--- src/hw/rtl/fpfa_pkg.sv ---
// ---------------------------------------------------------------------------
// fpfa_pkg
// shared types, widths and codes of the fixed partition fit allocator
// ---------------------------------------------------------------------------
package fpfa_pkg;

   localparam int NUM_PARTITIONS = 8;
   localparam int SIZE_BITS      = 16;

   // widths of the transaction fields
   localparam int PIDX_BITS   = 3;
   localparam int POLICY_BITS = 2;

   // internal widths derived from the table depth
   localparam int IDX_BITS = (NUM_PARTITIONS > 1) ? $clog2(NUM_PARTITIONS) : 1;
   localparam int CNT_BITS = $clog2(NUM_PARTITIONS + 1);

   localparam logic ACT_LOAD  = 1'b0;
   localparam logic ACT_ALLOC = 1'b1;

   localparam logic [POLICY_BITS-1:0] POL_FIRST = 2'd0;
   localparam logic [POLICY_BITS-1:0] POL_WORST = 2'd1;
   localparam logic [POLICY_BITS-1:0] POL_BEST  = 2'd2;

   typedef enum logic [1:0] {
      ST_IDLE,
      ST_SCAN,
      ST_DONE
   } state_type;

endpackage

--- src/hw/rtl/fpfa_if.sv ---
// ---------------------------------------------------------------------------
// fpfa channel interfaces
// request, response and register write channels with valid/ready
// ---------------------------------------------------------------------------
interface fpfa_req_if
   import fpfa_pkg::*;
   ();
   logic                 valid;
   logic                 ready;
   logic                 action;
   logic [PIDX_BITS-1:0] partition_index;
   logic [SIZE_BITS-1:0] partition_size;
   logic [SIZE_BITS-1:0] request_size;

   modport source (output valid, action, partition_index, partition_size, request_size,
                   input ready);
   modport sink   (input valid, action, partition_index, partition_size, request_size,
                   output ready);
endinterface

interface fpfa_rsp_if
   import fpfa_pkg::*;
   ();
   logic                 valid;
   logic                 ready;
   logic                 granted;
   logic [PIDX_BITS-1:0] chosen_index;
   logic [SIZE_BITS-1:0] chosen_size;
   logic [SIZE_BITS-1:0] leftover;

   modport source (output valid, granted, chosen_index, chosen_size, leftover,
                   input ready);
   modport sink   (input valid, granted, chosen_index, chosen_size, leftover,
                   output ready);
endinterface

interface fpfa_csr_if
   import fpfa_pkg::*;
   ();
   logic                   valid;
   logic                   ready;
   logic [POLICY_BITS-1:0] data;

   modport source (output valid, data, input ready);
   modport sink   (input valid, data, output ready);
endinterface

--- src/hw/rtl/fixed_partition_fit_allocator_core.sv ---
// ---------------------------------------------------------------------------
// fixed_partition_fit_allocator_core
// partition table with first, worst and best fit allocation
// ---------------------------------------------------------------------------
// load transaction: written in the accept cycle, no response
// allocate transaction: scans every entry in turn, then commits its response to the
//    response register, waiting in the done state while that register is full; the
//    serial scan runs through the single read port of the size memory, and no new
//    request is accepted until the commit returns the core to the idle state
// reset (synchronous, active high) clears all free marks and the policy register;
//    the size memory is not cleared, entries are only used once a load marks them free
module fixed_partition_fit_allocator_core
   import fpfa_pkg::*;
(
   input logic           clock,
   input logic           reset,
   fpfa_req_if.sink      req_chan,
   fpfa_rsp_if.source    rsp_chan,
   fpfa_csr_if.sink      csr_chan
);

   // size table, one synchronous read port
   logic [SIZE_BITS-1:0] size_mem [NUM_PARTITIONS];

   // free marks in flops, cleared by reset
   logic [NUM_PARTITIONS-1:0] part_free_ff;
   logic [NUM_PARTITIONS-1:0] part_free_in;

   logic [POLICY_BITS-1:0] fit_policy_ff;

   state_type state_ff, state_in;

   // scan pipeline: address issue, then compare in the cycle after
   logic [CNT_BITS-1:0]  rd_addr_ff, rd_addr_in;
   logic [SIZE_BITS-1:0] rd_data_ff;
   logic                 data_vld_ff;
   logic [IDX_BITS-1:0]  data_idx_ff;
   logic                 issue;

   // allocate request latched at accept
   logic [SIZE_BITS-1:0]   req_size_ff;
   logic [POLICY_BITS-1:0] policy_ff;

   // running choice of the scan
   logic                 found_ff, found_in;
   logic [IDX_BITS-1:0]  pick_ff, pick_in;
   logic [SIZE_BITS-1:0] best_ff, best_in;

   // response register
   logic                 rsp_valid_ff, rsp_valid_in;
   logic                 rsp_granted_ff;
   logic [PIDX_BITS-1:0] rsp_index_ff;
   logic [SIZE_BITS-1:0] rsp_size_ff;
   logic [SIZE_BITS-1:0] rsp_left_ff;
   logic                 rsp_load;

   logic req_fire, load_fire, alloc_fire, load_in_range, fits, take, out_free;

   assign req_chan.ready = (state_ff == ST_IDLE);
   assign csr_chan.ready = 1'b1;

   assign req_fire      = req_chan.valid && req_chan.ready;
   assign load_in_range = (32'(req_chan.partition_index) < 32'(NUM_PARTITIONS));
   assign load_fire     = req_fire && (req_chan.action == ACT_LOAD) && load_in_range;
   assign alloc_fire    = req_fire && (req_chan.action == ACT_ALLOC);

   assign issue    = (state_ff == ST_SCAN) && (rd_addr_ff < CNT_BITS'(NUM_PARTITIONS));
   assign out_free = !rsp_valid_ff || rsp_chan.ready;

   // entry under compare: free and large enough
   assign fits = data_vld_ff && part_free_ff[data_idx_ff] && (rd_data_ff >= req_size_ff);

   // replace the current choice; first fit (and the unused code) keeps the first hit
   always_comb begin
      take = 1'b0;
      if (fits) begin
         if (!found_ff) begin
            take = 1'b1;
         end else begin
            case (policy_ff)
               POL_WORST: take = (rd_data_ff > best_ff);
               // both sizes cover the request, so the smaller size is the smaller leftover
               POL_BEST:  take = (rd_data_ff < best_ff);
               default:   take = 1'b0;
            endcase
         end
      end
   end

   // next state and control
   always_comb begin
      state_in     = state_ff;
      rd_addr_in   = rd_addr_ff;
      found_in     = found_ff;
      pick_in      = pick_ff;
      best_in      = best_ff;
      part_free_in = part_free_ff;
      rsp_valid_in = rsp_valid_ff && !rsp_chan.ready;
      rsp_load     = 1'b0;

      case (state_ff)
         ST_IDLE: begin
            if (load_fire) begin
               part_free_in[IDX_BITS'(req_chan.partition_index)] = 1'b1;
            end
            if (alloc_fire) begin
               rd_addr_in = '0;
               found_in   = 1'b0;
               state_in   = ST_SCAN;
            end
         end
         ST_SCAN: begin
            if (issue) begin
               rd_addr_in = rd_addr_ff + CNT_BITS'(1);
            end
            if (take) begin
               found_in = 1'b1;
               pick_in  = data_idx_ff;
               best_in  = rd_data_ff;
            end
            // the last entry is compared in the cycle after its read
            if (!issue) begin
               state_in = ST_DONE;
            end
         end
         ST_DONE: begin
            // commit waits for room in the response register
            if (out_free) begin
               rsp_load     = 1'b1;
               rsp_valid_in = 1'b1;
               if (found_ff) begin
                  part_free_in[pick_ff] = 1'b0;
               end
               state_in = ST_IDLE;
            end
         end
         default: begin
            state_in = ST_IDLE;
         end
      endcase
   end

   // control registers
   always_ff @(posedge clock) begin
      if (reset) begin
         state_ff      <= ST_IDLE;
         part_free_ff  <= '0;
         fit_policy_ff <= POL_FIRST;
         rd_addr_ff    <= '0;
         data_vld_ff   <= 1'b0;
         found_ff      <= 1'b0;
         rsp_valid_ff  <= 1'b0;
      end else begin
         state_ff     <= state_in;
         part_free_ff <= part_free_in;
         rd_addr_ff   <= rd_addr_in;
         data_vld_ff  <= issue;
         found_ff     <= found_in;
         rsp_valid_ff <= rsp_valid_in;
         if (csr_chan.valid && csr_chan.ready) begin
            fit_policy_ff <= csr_chan.data;
         end
      end
   end

   // size memory: write on load, registered read during the scan
   always_ff @(posedge clock) begin
      if (load_fire) begin
         size_mem[IDX_BITS'(req_chan.partition_index)] <= req_chan.partition_size;
      end
      if (issue) begin
         rd_data_ff <= size_mem[rd_addr_ff[IDX_BITS-1:0]];
      end
   end

   // payload registers
   always_ff @(posedge clock) begin
      data_idx_ff <= rd_addr_ff[IDX_BITS-1:0];
      pick_ff     <= pick_in;
      best_ff     <= best_in;
      if (alloc_fire) begin
         req_size_ff <= req_chan.request_size;
         policy_ff   <= fit_policy_ff;
      end
      if (rsp_load) begin
         rsp_granted_ff <= found_ff;
         // a refused request reports all zero fields
         rsp_index_ff   <= found_ff ? PIDX_BITS'(pick_ff) : '0;
         rsp_size_ff    <= found_ff ? best_ff : '0;
         rsp_left_ff    <= found_ff ? (best_ff - req_size_ff) : '0;
      end
   end

   assign rsp_chan.valid        = rsp_valid_ff;
   assign rsp_chan.granted      = rsp_granted_ff;
   assign rsp_chan.chosen_index = rsp_index_ff;
   assign rsp_chan.chosen_size  = rsp_size_ff;
   assign rsp_chan.leftover     = rsp_left_ff;

endmodule

--- src/flat_wrapper.sv ---
// flat-port wrapper written by rule: the top's interface ports become plain ports
module fixed_partition_fit_allocator_core_flat import fpfa_pkg::*;
  (clock, reset, req_chan_valid, req_chan_action, req_chan_partition_index, req_chan_partition_size, req_chan_request_size, req_chan_ready, rsp_chan_valid, rsp_chan_granted, rsp_chan_chosen_index, rsp_chan_chosen_size, rsp_chan_leftover, rsp_chan_ready, csr_chan_valid, csr_chan_data, csr_chan_ready);
  fpfa_req_if req_chan_i ();
  fpfa_rsp_if rsp_chan_i ();
  fpfa_csr_if csr_chan_i ();
  input logic clock;
  input logic reset;
  input wire logic [$bits(req_chan_i.valid)-1:0] req_chan_valid;
  input wire logic [$bits(req_chan_i.action)-1:0] req_chan_action;
  input wire logic [$bits(req_chan_i.partition_index)-1:0] req_chan_partition_index;
  input wire logic [$bits(req_chan_i.partition_size)-1:0] req_chan_partition_size;
  input wire logic [$bits(req_chan_i.request_size)-1:0] req_chan_request_size;
  output wire logic [$bits(req_chan_i.ready)-1:0] req_chan_ready;
  output wire logic [$bits(rsp_chan_i.valid)-1:0] rsp_chan_valid;
  output wire logic [$bits(rsp_chan_i.granted)-1:0] rsp_chan_granted;
  output wire logic [$bits(rsp_chan_i.chosen_index)-1:0] rsp_chan_chosen_index;
  output wire logic [$bits(rsp_chan_i.chosen_size)-1:0] rsp_chan_chosen_size;
  output wire logic [$bits(rsp_chan_i.leftover)-1:0] rsp_chan_leftover;
  input wire logic [$bits(rsp_chan_i.ready)-1:0] rsp_chan_ready;
  input wire logic [$bits(csr_chan_i.valid)-1:0] csr_chan_valid;
  input wire logic [$bits(csr_chan_i.data)-1:0] csr_chan_data;
  output wire logic [$bits(csr_chan_i.ready)-1:0] csr_chan_ready;
  assign req_chan_i.valid = req_chan_valid;
  assign req_chan_i.action = req_chan_action;
  assign req_chan_i.partition_index = req_chan_partition_index;
  assign req_chan_i.partition_size = req_chan_partition_size;
  assign req_chan_i.request_size = req_chan_request_size;
  assign req_chan_ready = req_chan_i.ready;
  assign rsp_chan_valid = rsp_chan_i.valid;
  assign rsp_chan_granted = rsp_chan_i.granted;
  assign rsp_chan_chosen_index = rsp_chan_i.chosen_index;
  assign rsp_chan_chosen_size = rsp_chan_i.chosen_size;
  assign rsp_chan_leftover = rsp_chan_i.leftover;
  assign rsp_chan_i.ready = rsp_chan_ready;
  assign csr_chan_i.valid = csr_chan_valid;
  assign csr_chan_i.data = csr_chan_data;
  assign csr_chan_ready = csr_chan_i.ready;
  fixed_partition_fit_allocator_core u_core (.clock(clock), .reset(reset), .req_chan(req_chan_i), .rsp_chan(rsp_chan_i), .csr_chan(csr_chan_i));
endmodule
--- config.mk ---
export PLATFORM = sky130hd
export DESIGN_NAME = fixed_partition_fit_allocator_core_flat
export DESIGN_NICKNAME = d
export VERILOG_FILES = /design/src/hw/rtl/fpfa_pkg.sv /design/src/hw/rtl/fpfa_if.sv /design/src/hw/rtl/fixed_partition_fit_allocator_core.sv /design/src/flat_wrapper.sv
export SDC_FILE = /design/constraint.sdc
export NUM_CORES = 1
export LEC_CHECK = 0
export ABC_AREA = 0
export BUFFER_PORTS_ARGS = -buffer_cell sky130_fd_sc_hd__buf_2
export CAP_MARGIN = 5
export CORE_MARGIN = 2
export CORE_UTILIZATION = 30
export DETAILED_ROUTE_END_ITERATION = 7
export PLACE_DENSITY = 0.43
export SYNTH_ARGS = -nofsm -noshare
export SYNTH_HDL_FRONTEND = slang
export SYNTH_SLANG_ARGS = --single-unit
--- constraint.sdc ---
create_clock -name clock -period 3.5 [get_ports clock]
set_input_delay 0.525 -clock clock [delete_from_list [all_inputs] [get_ports clock]]
set_output_delay 0.525 -clock clock [all_outputs]
set_load 0.01 [all_outputs]
==> qor.yml, run 1 <==
fin_nets: 846
synthTopCellsByArea: "edfxtp_1, mux4_2, ha_1"
wl_microns: 22900
drt_first_iter_violations: 376
clkPwrFrac_pct: 43.9
clk-insertion-delay-late_ps: 540
avgSynthCellArea_sq_um: 15.9
critical_path_class: "flop to flop"
endpoint_kind: "flop"
wl_met3_microns: 908
finalHoldViolations: 0
dp_hpwl_microns: 15300
cp_max_fo: 19
worst_slew_pin_slew_ps: 1090
clock_path_buffers: 3
drv_slew: 0
rows: 67
grtUsageTotal_pct: 12.8
crit_required_ps: 3720
wl_per_cell_microns: 18.8
ios: 82
path_clk_slew_ps: 60
p_sw_share_pct: 21.3
grt_max_degree: 37
yosysUniqueCellTypes: 58
synth_common_cells: "edfxtp_1, ha_1, nor2_1"
relSlewSlack_pct: 26.9
core-area_sq_um: 33700
clock_sinks: 239
worst_path_max_delay_cell: "edfxtp_1"
yosysMostFrequentCell: "edfxtp_1"
syn_nets: 742
cts_root_buf: "clkbuf_16"
fin_skew_ps: 17.5
gp_congestion: 0.786
hold_path_class: "input port to flop"
cts_max_level: 1
drc: 0
numCtsBuffers: 28
utilization_pct: 36.0
initial_core_util_pct: 30.6
die_w_microns: 189
grt_pass1_vias: 5925
worstPathCellList: "inv_1, ha_1, nand4_1, nor3_2, a21boi_1, nor4_1, mux2_4, a21oi_2, buf_4"
cts_tree: "yes"
cts_hold_buffers: 0
port_buffers: 80
tns_ps: 0
outcome: "finished, final reports clean"
num_vias: 5708
yosysWarnings: 0
arrival_ps: 2940
fmax_mhz: 368
pwr-share-comb_pct: 4.6
fp.dieH_microns: 189
syn-instance-count: 648
grt_pass1_wl_microns: 35000
p_seq_share_pct: 51.4
synth-seq-cells: 239
p_total_mw: 6.19
antenna_found_initial: 2
cts_resized: 0
rsz0062_at_grt: "no"
wl_met1_microns: 10600
async_flop_share_pct: 0
via_per_inst: 4.67
period_share_pct: 77.6
yosys.area.top_type: "edfxtp_1"
finalSetupViolCount: 0
synth_edf_count: 217
yosysTopAreaCellShare_pct: 63.2
final.min_clock_period_ps: 2720
die_area_sq_um: 35800
dr_wl_met2_microns: 10800
cts_setup_buffers: 0
power_density_nw_per_um2: 509
peakVddDrop_uv: 363
top_layer: "met5"
power_switching_mw: 1.32
p_leak_nw: 4.26
power.internal_mw: 4.87
drive_above_1_share_pct: 26.5
synth_seq_area_share_pct: 67.5
synth_area_sq_um: 10300
firstDrtPassIters: 5
startpoint_type: "flop"
overflow: 0
drv_cap: 0
synthToLayoutAreaGrowth_pct: 17.9
drtAntennaViolNets: 0
synth-main-ff-cell: "edfxtp_1"
slowest_delay_ps: 380
through the flow:
step	area (sq um)	instances	setup slack, ps	hold WS (ps)
final	12100	1222	783	157
after floorplan	10300	648	904	329
after global routing	12100	1221	617	139
after global placement	11300	1170	839	432
after CTS	12100	1221	700	134
after detailed placement	11300	1170	719	425
cells in the final DEF, fill, tap and decap left out, drive strengths merged, types with 3 or more instances in the layout:
master,count
edfxtp,217
buf,94
ha,50
nor2,49
inv,40
clkbuf,39
mux4,34
a21oi,33
dfxtp,22
nand2,19
nor3,19
o21ai,19
mux2,18
a211oi,14
nor2b,12
nand2b,11
a21o,10
clkinv,10
nand4,8
nand3,7
and2,4
mux2i,4
xor2,3
xnor2,3
a2111oi,3
and3,3
area by class of cell:
cell class	count	area, sq um
Clock inverter	12	98.8
Tap cell	448	561
Inverter	39	146
Fill cell	3244	21600
Antenna cell	1	2.50
Timing Repair Buffer	94	518
Sequential cell	239	6960
Multi-Input combinational cell	350	3100
Clock buffer	39	762
worst max-delay path: cells and delay by family, from the launching register on:
kind / cells / cell delay [ps]
and+or+nand+nor: 3 / 590
buffers and inverters: 2 / 390
adders and majority gates: 1 / 320
AOI/OAI and AO/OA: 2 / 390
DFF: 1 / 380
muxes: 1 / 310
power by group through the flow:
stage	clock network, mW	logic, mW	registers (mW)
2_1_floorplan	0	0.195	3.23
3_5_place_dp	0	0.291	3.24
5_1_grt	2.90	0.322	3.19
6_report	2.72	0.287	3.18
3_3_place_gp	0	0.286	3.24
4_1_cts	2.80	0.293	3.18
kinds of logic (layout without fill, tap and decap cells):
kind of cell | count (synthesis) | after routing | share of synthesized area [%]
adders and majority gates | 51 | 51 | 6.27
buffers and inverters | 59 | 184 | 2.54
muxes | 56 | 56 | 9.82
AOI/OAI and AO/OA | 96 | 96 | 6.46
DFF | 239 | 239 | 67.5
and+or+nand+nor | 140 | 140 | 6.85
xor gates and xnor gates | 6 | 6 | 0.510
other | 1 | 2 | 0.0364
final timing paths:
path	startpoint	end	slack [ps]	depth (start not counted)
worst max-delay path	u_core.best_ff[15]$_DFFE_PP_	u_core.best_ff[2]$_DFFE_PP_	780	9
worst min-delay path	req_chan_request_size[6]	u_core.req_size_ff[6]$_DFFE_PP_	160	1
worst max register to register	u_core.best_ff[15]$_DFFE_PP_	u_core.best_ff[2]$_DFFE_PP_	780	9
worst min register to register	u_core.fit_policy_ff[1]$_SDFFE_PP0P_	u_core.policy_ff[1]$_DFFE_PP_	440	0
state kept, by name (all words and copies together), names as in the netlist:
name,flops
u_core.size_mem,128
u_core.best_ff,16
u_core.rd_data_ff,16
u_core.req_size_ff,16
u_core.rsp_chan.chosen_size,16
u_core.rsp_chan.leftover,16
u_core.part_free_ff,8
u_core.rd_addr_ff,4
u_core.data_idx_ff,3
u_core.pick_ff,3
u_core.rsp_chan.chosen_index,3
u_core.fit_policy_ff,2
u_core.policy_ff,2
u_core.state_ff,2
u_core.data_vld_ff,1
u_core.found_ff,1
u_core.rsp_chan.granted,1
u_core.rsp_chan.valid,1
layer usage:
metal	global-route usage (%)	vias to the layer above
met5	0	-
met4	3.25	2
met3	2.41	50
met2	21.5	134
met1	17.0	2798
li1	-	2724
Power figures use the tool's default switching activity.
==> run 2: changes to the inputs <==
clock period = 2.5 ns   (was 3.5 ns; I/O delays follow)
==> qor.yml, run 2 (synthesis gave the netlist of run 1 again) <==
outcome: "finished, final reports clean"
final.min_clock_period_ps: 2490
worstPathCellList: "ha_4, nand4_1, nor3_2, a21boi_2, nor4_2, mux2_4, a21oi_4, buf_12"
cp_max_fo: 11
drv_cap: 0
critical_path_class: "flop to flop"
regMostFlops: "u_core.size_mem"
largest_reg_flops: 128
path_clk_slew_ps: 60
die_area_sq_um: 35800
wl_microns: 23100
ios: 82
port_buffers: 80
period_share_pct: 99.7
drv_slew: 0
crit_required_ps: 2750
grt_pass1_wl_microns: 35600
drt_first_iter_violations: 311
fmax_mhz: 401
utilization_pct: 37.3
startpoint_type: "flop"
power_density_nw_per_um2: 721
wl_per_cell_microns: 18.4
initial_core_util_pct: 30.6
via_per_inst: 4.65
grt_max_degree: 38
cts_root_buf: "clkbuf_16"
worst_path_max_delay_cell: "edfxtp_1"
antenna_found_initial: 2
postPlaceCellArea_sq_um: 11400
dp_hpwl_microns: 15400
rows: 67
dpl.cell_count: 1182
firstDrtPassIters: 4
holdWs_ps: 23.8
clock_sinks: 239
mostFrequentLayoutCells: "edfxtp_1, buf_2, nor2_1"
drc: 0
cp_top_family: "simple AND/OR/NAND/NOR gates"
post-route-cell-area_sq_um: 12600
endpoint_kind: "flop"
synthToLayoutAreaGrowth_pct: 22.0
rsz0062_at_grt: "yes"
tns_ps: 0
path_buf_inv: 1
drive_above_1_share_pct: 28.9
fin_nets: 876
grtUsageTotal_pct: 13.0
final_cells: 1252
slowest_delay_ps: 460
gp_congestion: 0.821
clock_path_buffers: 3
numCtsBuffers: 27
overflow: 0
finalHoldViolations: 0
p_leak_nw: 4.46
finalSetupViolCount: 0
fin_skew_ps: 11.9
hold_path_class: "input port to flop"
core-area_sq_um: 33700
final_common_cell: "edfxtp_1"
num_vias: 5822
drtAntennaViolNets: 0
die_w_microns: 189
cts_max_level: 1
grt_pass1_vias: 6185
cts_tree: "yes"
peakVddDrop_uv: 498
fp.dieH_microns: 189
clk-insertion-delay-late_ps: 540
arrival_ps: 2740
==> run 2: changes by cell type in the layout (fill, tap and decap cells not counted), moves of 4 or more <==
cell,before,now
clkinv_2,4,9
clkbuf_1,9,3
buf_4,13,28
dlygate4sd3_1,0,14
bufinv_16,1,5
==> run 2: worst paths after layout <==
check,from,endpoint,slack (ps),cells after the start
worst max-delay path,u_core.rd_data_ff[15]$_DFFE_PP_,u_core.best_ff[3]$_DFFE_PP_,8,8
worst min-delay path,req_chan_request_size[8],u_core.req_size_ff[8]$_DFFE_PP_,20,1
worst max register to register,u_core.rd_data_ff[15]$_DFFE_PP_,u_core.best_ff[3]$_DFFE_PP_,8,8
worst min register to register,u_core.fit_policy_ff[1]$_SDFFE_PP0P_,u_core.policy_ff[1]$_DFFE_PP_,450,0
==> run 2: cell type report <==
cell class	instances	area, sq um
timing repair buffer	125	811
antenna	1	2.50
fill	3212	21100
inverter	39	146
clock inverter	18	230
tap	448	561
multi-input combinational	350	3140
sequential	239	6960
clock buffer	32	714
==> run 2: where the power goes <==
part | leakage [nW] | switching [mW] | internal [mW]
clock | 0.470 | 1.62 | 2.56
combinational | 1.85 | 0.244 | 0.198
sequential | 2.14 | 0.0289 | 4.41
==> run 2: through the flow <==
stage / total power, mW / setup WS (ps)
3_3_place_gp: 4.94 / -31.9
5_1_grt: 9.40 / -119
4_1_cts: 9.20 / 11.6
6_report: 9.06 / 7.79
2_1_floorplan: 4.79 / 76.4
3_5_place_dp: 4.95 / -99.5
==> run 2: what timing repair did <==
| item | CTS | global route |
|---|---|---|
| cloned | 0 | 0 |
| pin swaps | 3 | 3 |
| endpoints found under the setup margin | 19 | 19 |
| setup buffers | 1 | 4 |
| endpoints found under the hold margin | 14 | 0 |
| hold buffers | 14 | 0 |
| resized for setup | 1 | 3 |
==> run 2: worst reg2reg max path, delay by kind of cell, from the launching register on <==
kind	cells	cell delay, ps
and+or+nand+nor	3	510
adders and majority gates	1	310
DFF	1	460
buffers and inverters	1	170
AOI/OAI and AO/OA	2	440
muxes	1	320
==> run 2: routing by layer <==
layer / routed length (microns) / vias up / part of all wire [%] / GRT usage, %
met5: 11 / - / 0.048 / 0
met3: 935 / 37 / 4.1 / 2.35
met4: 560 / 2 / 2.4 / 3.46
met1: 10200 / 2893 / 44 / 16.7
li1: - / 2775 / - / -
met2: 11300 / 115 / 49 / 22.6
